--- src/rtl/sbrm_ram.sv ---
module sbrm_ram #(
  parameter int WIDTH = 32,
  parameter int DEPTH = 32
) (
  input  logic                     clk,
  input  logic                     we,
  input  logic [$clog2(DEPTH)-1:0] waddr,
  input  logic [WIDTH-1:0]         wdata,
  input  logic [$clog2(DEPTH)-1:0] raddr,
  output logic [WIDTH-1:0]         rdata
);

  logic [WIDTH-1:0] mem [DEPTH];

  always_ff @(posedge clk) begin
    if (we) begin
      mem[waddr] <= wdata;
    end
    rdata <= mem[raddr];
  end

endmodule

--- config.mk ---
export PLATFORM = sky130hd
export DESIGN_NAME = sbrm_ram
export DESIGN_NICKNAME = d
export VERILOG_FILES = /design/src/rtl/sbrm_ram.sv
export SDC_FILE = /design/constraint.sdc
export NUM_CORES = 1
export LEC_CHECK = 0
export BUFFER_PORTS_ARGS = -buffer_cell sky130_fd_sc_hd__buf_4
export CAP_MARGIN = 10
export CORE_MARGIN = 2
export CORE_UTILIZATION = 50
export CTS_CLUSTER_DIAMETER = 50
export CTS_CLUSTER_SIZE = 20
export DETAILED_ROUTE_END_ITERATION = 8
export PLACE_DENSITY = 0.66
export SYNTH_ARGS = -nofsm -noshare
export SYNTH_HDL_FRONTEND = slang
export SYNTH_SLANG_ARGS = --single-unit
--- constraint.sdc ---
create_clock -name clk -period 4.6 [get_ports clk]
set_input_delay 0.69 -clock clk [delete_from_list [all_inputs] [get_ports clk]]
set_output_delay 0.69 -clock clk [all_outputs]
set_load 0.05 [all_outputs]
## Word-level counts from Yosys, hierarchy flattened

Memory sizes are Yosys's and may differ from the RTL's. A register that Yosys moved wholly into a read port is not among the register bits.
Index checks and enable logic that the tools add are counted.

- Register bits: 0
- RAM bits: 1024
- Bits of input ports: 44
- Output and inout port bits: 32
- Word-level logic and storage cells: 3
- Memories kept: 1

- Muxes and demuxes: 2

Memory list:

| memory | depth | width | rd ports | clocked after Yosys merged registers in | write ports | line | text |
|---|---|---|---|---|---|---|---|
| mem | 32 | 32 | 1 | 1 | 1 | 13 | `logic [WIDTH-1:0] mem [DEPTH];` |

Operators by type and width:

| kind | count |
|---|---|
| 2-to-1 mux 1 bit | 2 |

## Logic depth before layout (Yosys ltp)

Gate-level depths: netlist of run 1.

- Depth in word-level cells: 2
- Depth in mapped cells: 8
- Depth with buffers taken out: 5

## Worst setup path after synthesis of run 1

Ideal clock, no wire load.

- Kind: input to register
- Start point: in waddr[1]
- End point: mem mem[12][0] (enable)
- Setup time: 0.421 ns
- Arrival time: 2.703 ns
- Data required time: 4.179 ns
- Path slack: 1.476 ns
- Stages on the path: 3
- Buffers on the path: 1
- Cell sequence: or3b_2 clkbuf_1 nor2_1

RTL lines:

| item | line | text |
|---|---|---|
| from (decl) | 7 | `input logic [$clog2(DEPTH)-1:0] waddr,` |
| to (decl) | 13 |  |

Straight into the memory's write port.

==> metrics, run 1 <==
FF+latch count, synth=1056; Slew HR=15.5%; Area growth, synth to finish=13.4%; commonest non-fill, non-tap cell in the layout=edfxtp_1; syn_nets=2304; Pwr Density=442 nW/um^2; DR vias=21100; WP data arrival=between 2 and 3 ns; port bufs=75; CP max FO=42; setup TNS=0 ns; Fillers=around 6000; post-route antenna net violation count=0; Fmax=around 400 MHz; largest net degree at the start of global routing=89; Site Rows=104; Layout Nets=2407; Final Hold Fails=0; Synth cell types=25; Core Region=80300 sq um; Worst Tran Pin Value=~1.3 ns; status=finished clean; post-DP HPWL=approximately 58000 microns; IO Pins=76; CP required=about 5.1 ns; initial antenna violation count=2; synthesized area=40500 sq um; Synth Instances=2260; storage element area=~31000 sq um; post-CTS setup buffers=0; dpl cell area=approximately 43000 sq um; startpoint types=input port; clk slew on worst S/H paths=0.07 ns; post-CTS sizing=0; Setup Skew=0.0273 ns; leakage=about 16 nW; CTS root buffer=clkbuf_16; layout cells sized above 1=14.2%; worst ir drop on vdd=0.323 mV; CTS tree=built; Congestion Overflow GR=0; Non-Filler Cell Area, Final=45900 sq um; GP Congestion=around 0.86; most frequent cells in the layout=edfxtp_1, mux2i_1, buf_4, nand3_1, nand2_1; gr usage total=a little under a quarter; multi-input combinational cell area=8610 sq um; Slew Limit Fails=0; drt wl/cell=28.2 microns; Hold Path Class=in2reg; CTS Sinks=1056; yosys warns=0; Crit Path Class=in2reg; routed vias/inst=roughly 6; Hold Buf Count CTS=0; crit-path cells=buf_4, and2b_4, buf_4, a22o_1, nor3_1, a31oi_1, nand3_1; DIE AREA=between 80000 and 90000 sq um; first-pass GRT wire length=about 140000 microns; clock insertion delay at the later pin of the skew report=0.66 ns; CP most frequent cell=buf_4; number of global-route vias before repair=20800; CP max stage cell=and2b_4; maxcap violations=0; Clock Path Buffers=3; Tcrit/Tclk final=a little over half; DR iter-0 viols=2117; H-Tree Depth=3; starting density of the core=50.4%; final setup vio count=0; syn avg cell area=17.9 sq um; drc violations=0; Seq/Total Area, Yosys=77.5%; RSZ-0062 raised after global routing=no; slowest stage delay, CP=approximately 0.8 ns; fin crit period=2.49 ns; DRT Wirelength=98800 microns; width of the die=about 290 microns; DRT Pass-1 Iters=5; Die Ht=289 microns; TritonCTS Buffers=91; crit end category=flip-flop
==> final timing paths <==
| path | from | endpoint | slack (ns) | cells past startpoint |
|---|---|---|---|---|
| worst max-delay path | raddr[2] | rdata[9]$_DFF_P_ | 2.11 | 7 |
| worst min-delay path | wdata[4] | mem[14][4]$_DFFE_PP_ | 0.45 | 1 |
| worst max register to register | mem[2][13]$_DFFE_PP_ | rdata[13]$_DFF_P_ | 2.90 | 5 |
| worst min register to register | mem[26][16]$_DFFE_PP_ | rdata[16]$_DFF_P_ | 0.60 | 4 |
==> critical path: cells and delay by family <==
family,cells,cell delay (ns)
compound gates,2,0.64
simple gates,3,1.04
buf+inv,2,0.55
==> cell usage after synthesis <==
| cell | number | area share [%] |
|---|---|---|
| a21oi_1 | 96 | 1.2 |
| a22o_1 | 64 | 1.4 |
| a22oi_1 | 96 | 1.8 |
| a31oi_1 | 32 | 0.49 |
| and2_1 | 1 | 0.015 |
| and2b_1 | 1 | 0.019 |
| buf_1 | 5 | 0.046 |
| buf_2 | 26 | 0.32 |
| buf_4 | 33 | 0.61 |
| buf_6 | 15 | 0.42 |
| clkbuf_1 | 46 | 0.43 |
| clkbuf_4 | 2 | 0.037 |
| dfxtp_1 | 32 | 1.6 |
| edfxtp_1 | 1024 | 76 |
| mux2i_1 | 512 | 13 |
| nand2_1 | 98 | 0.91 |
| nand2b_1 | 2 | 0.031 |
| nand3_1 | 98 | 1.2 |
| nand3b_1 | 5 | 0.093 |
| nor2_1 | 34 | 0.32 |
| nor2b_1 | 1 | 0.015 |
| nor3_1 | 32 | 0.40 |
| or2_2 | 1 | 0.015 |
| or3_1 | 1 | 0.015 |
| or3b_2 | 3 | 0.065 |
==> per-stage QoR <==
step           utilization [%]  cells  hold slack [ns]  setup slack (ns)  power [mW]
4_1_cts                   57.1   3499            0.414              2.08        20.4
5_1_grt                   57.2   3502            0.440              2.06        20.8
6_report                  57.2   3503            0.452              2.11        20.3
3_5_place_dp              53.0   3327            0.602              1.40        12.2
3_3_place_gp              52.9   3326            0.597              1.47        12.1
2_1_floorplan                -   2260            0.553              1.48        11.6
==> cells by family after synthesis <==
family | Yosys count | synth area share [%]
flops | 1056 | 77.5
mux | 512 | 12.7
compound gates | 288 | 4.85
simple gates | 277 | 3.10
buf+inv | 127 | 1.86
==> state kept, by name, summed over array words and instances, names as in the netlist <==
register	cells
mem	1024
rdata	32
==> final cells by class <==
class | count | area share [%]
flip-flops and latches | 1056 | 68.4
multi-input cells | 1077 | 18.8
clock buffers | 95 | 5.13
well taps | 1060 | 2.89
repair buffers | 137 | 2.72
clock inverters | 77 | 2.13
diodes | 1 | 0.00545
==> per-layer routing <==
layer | GRT usage [%] | vias up | wire length (microns)
met5 | 0 | - | 24
met4 | 6.31 | 4 | 1910
met3 | 3.29 | 126 | 6580
met2 | 41.0 | 797 | 50300
met1 | 32.5 | 11000 | 40000
li1 | - | 9206 | -
==> power by group <==
part	total (mW)	internal, mW	switching, mW
logic	1.19	0.357	0.837
clock network	8.35	4.55	3.79
registers	10.7	10.7	0.0584
total	20.3	15.6	4.69
Note: power is estimated with default switching activity, not from simulation.
==> inputs of run 2 (changes only) <==
--- a/config.mk
+++ b/config.mk
@@ -5,6 +5,7 @@
 export SDC_FILE = /design/constraint.sdc
 export NUM_CORES = 1
 export LEC_CHECK = 0
+export ABC_AREA = 1
 export BUFFER_PORTS_ARGS = -buffer_cell sky130_fd_sc_hd__buf_4
 export CAP_MARGIN = 10
 export CORE_MARGIN = 2
@@ -12,7 +13,7 @@
 export CTS_CLUSTER_DIAMETER = 50
 export CTS_CLUSTER_SIZE = 20
 export DETAILED_ROUTE_END_ITERATION = 8
-export PLACE_DENSITY = 0.66
+export PLACE_DENSITY = 0.68
 export SYNTH_ARGS = -nofsm -noshare
 export SYNTH_HDL_FRONTEND = slang
 export SYNTH_SLANG_ARGS = --single-unit
==> constraint.sdc (replaced) <==
create_clock -name clk -period 2.15 [get_ports clk]
set_input_delay 0.3225 -clock clk [delete_from_list [all_inputs] [get_ports clk]]
set_output_delay 0.3225 -clock clk [all_outputs]
set_load 0.05 [all_outputs]
==> metrics, run 2 <==
IO Pins=76; CTS tree=built; crit end category=output port; Synth top area share=between 70% and 80%; RSZ-0062 raised after global routing=no; Synth Instances=3536; post-DP HPWL=between 50000 and 60000 microns; WP data arrival=about 1.5 ns; Setup Skew=around 0.021 ns; Synth cell types=14; switching part of the total power=24.0%; synthesized area=42400 sq um; Final Hold Fails=0; Post-synth EDFFs=around 1000; Die Ht=295 microns; DRT Wirelength=roughly 110000 microns; Core Region=83800 sq um; first-pass GRT wire length=165000 microns; number of global-route vias before repair=26200; smallest hold slack=0.0692 ns; largest net degree at the start of global routing=96; CP startpoint=rdata[17]$_DFF_P_; most common cell in the netlist=nand2_1; Area growth, synth to finish=13.4%; crit-path cells=buf_4; starting density of the core=50.6%; hold path startpoint=wdata[6]; Buf+Inv Stages, Crit Path=1; DR vias=27200; DIE AREA=slightly below 90000 sq um; Top Registers=mem: 1024 flops, rdata: 32 flops; TritonCTS Buffers=about 90; Site Rows=106; Psw=10.3 mW; clk slew on worst S/H paths=0.08 ns; Crit Path Class=reg2out; startpoint types=flip-flop; Fillers=6600; slowest stage delay, CP=around 0.57 ns; GP Congestion=~0.78; fin crit period=1.82 ns; CP max stage cell=dfxtp_1; CP required=1.83 ns; commonest non-fill, non-tap cell in the layout=nand2_1; CTS root buffer=clkbuf_16; H-Tree Depth=3; drt wl/cell=22.8 microns; Clock Path Buffers=3; yosys warns=0; most frequent cells in the layout=nand2_1, edfxtp_1, nand3_1, buf_4, clkbuf_16; status=finished clean; Top reg by flops=mem; CTS Sinks=1056; worst ir drop on vdd=approximately 0.66 mV; Seq/Total Area, Yosys=between 70% and 80%; post-CTS sizing=0; width of the die=slightly below 300 microns; Worst Tran Pin Value=0.560 ns; Slew HR=a little over three fifths; initial antenna violation count=4; FF+latch count, synth=1056; pre-CTS setup slack=around 0.20 ns; fraction of registers with async set/reset=0%; Fmax=approximately 550 MHz; largest cells by area after synthesis=edfxtp_1, nand2_1, nand3_1; CP top delay family=flip-flops; gr usage total=25.6%; R2R Path Start=mem[11][29]$_DFFE_PP_; Congestion Overflow GR=0; leakage=around 18 nW; maxcap violations=0; DR iter-0 viols=3099; clock group share of total power=between 30 and 40%; Sequential Power Share=between 50 and 60%; setup TNS=0 ns; drc violations=0; Synth top cells by count=nand2_1, edfxtp_1, nand3_1; max reg flops=1024; CP max FO=1; layout cells sized above 1=10.7%; Hold Path Class=in2reg; Pwr Density=888 nW/um^2; post-CTS setup buffers=0; P_int=32.4 mW; final setup vio count=0; Tcrit/Tclk final=84.6%; routed vias/inst=between 5 and 6; syn_nets=3580; post-route antenna net violation count=0; PnR worst setup slack=0.331 ns; clock insertion delay at the later pin of the skew report=0.66 ns; Layout Nets=3655; Util after Layout=57.3%; port bufs=75; area leader, netlist=edfxtp_1; Comb pwr share=6.9%; Slew Limit Fails=0; Hold Buf Count CTS=0; syn avg cell area=12.0 sq um; DRT Pass-1 Iters=5; Top FF cell, synth=edfxtp_1
-- run 2: cell type report --
cell class	count	area [sq um]	share of cell area (%)
Antenna cell	4	10.0	0.0208
Clock buffer	95	2290	4.77
Clock inverter	67	778	1.62
Inverter	10	67.6	0.141
Multi-Input combinational cell	2252	9670	20.1
Sequential cell	1056	31400	65.3
Tap cell	1134	1420	2.95
Timing Repair Buffer	203	2440	5.08
-- run 2: per-stage QoR --
step / std cells / total power, mW / instance area [sq um]
floorplan: 3536 / 25.2 / 42400
global placement: 4655 / 26.3 / 45000
detailed placement: 4655 / 26.4 / 45000
CTS: 4817 / 42.9 / 48100
global route: 4818 / 44.1 / 48100
finish: 4821 / 42.7 / 48100
-- run 2: worst paths after layout --
check,end,slack [ns],cells after the start
setup / recovery,rdata[17],0.33,1
setup reg to reg,rdata[29]$_DFF_P_,0.94,8
hold / removal,mem[8][6]$_DFFE_PP_,0.07,1
hold reg to reg,rdata[3]$_DFF_P_,0.74,8
-- run 2: cell families (layout without fill, tap and decap cells) --
group / count (synthesis) / after routing / share of synthesized area [%]
and+or+nand+nor: 2252 / 2252 / 22.2
DFF: 1056 / 1056 / 74.0
buffers and inverters: 228 / 375 / 3.74
other: 0 / 4 / 0
-- run 2: worst register-to-register path, cell delays in order, from the launching register on --
cell,delay (ns)
edfxtp_1,0.38
nand2_1,0.09
nand3_1,0.08
nand3_1,0.09
nand2_1,0.06
nand2_1,0.08
nand2_1,0.07
nand2_1,0.14
nand2_1,0.11
-- run 2: per-layer routing --
metal	GRT usage (%)	wire length (microns)	vias up
met5	0	13	-
met4	8.85	3730	2
met3	4.19	8510	194
met2	42.5	53200	1099
met1	34.5	44500	13400
li1	-	-	12500
-- run 2: power by group through the flow --
stage	Sequential [mW]	Clock (mW)	Combinational, mW
floorplan	23.6	0	1.57
global placement	23.4	0	2.91
detailed placement	23.4	0	2.94
CTS	23.0	17.0	2.95
global route	23.0	17.8	3.24
finish	23.0	16.8	2.95
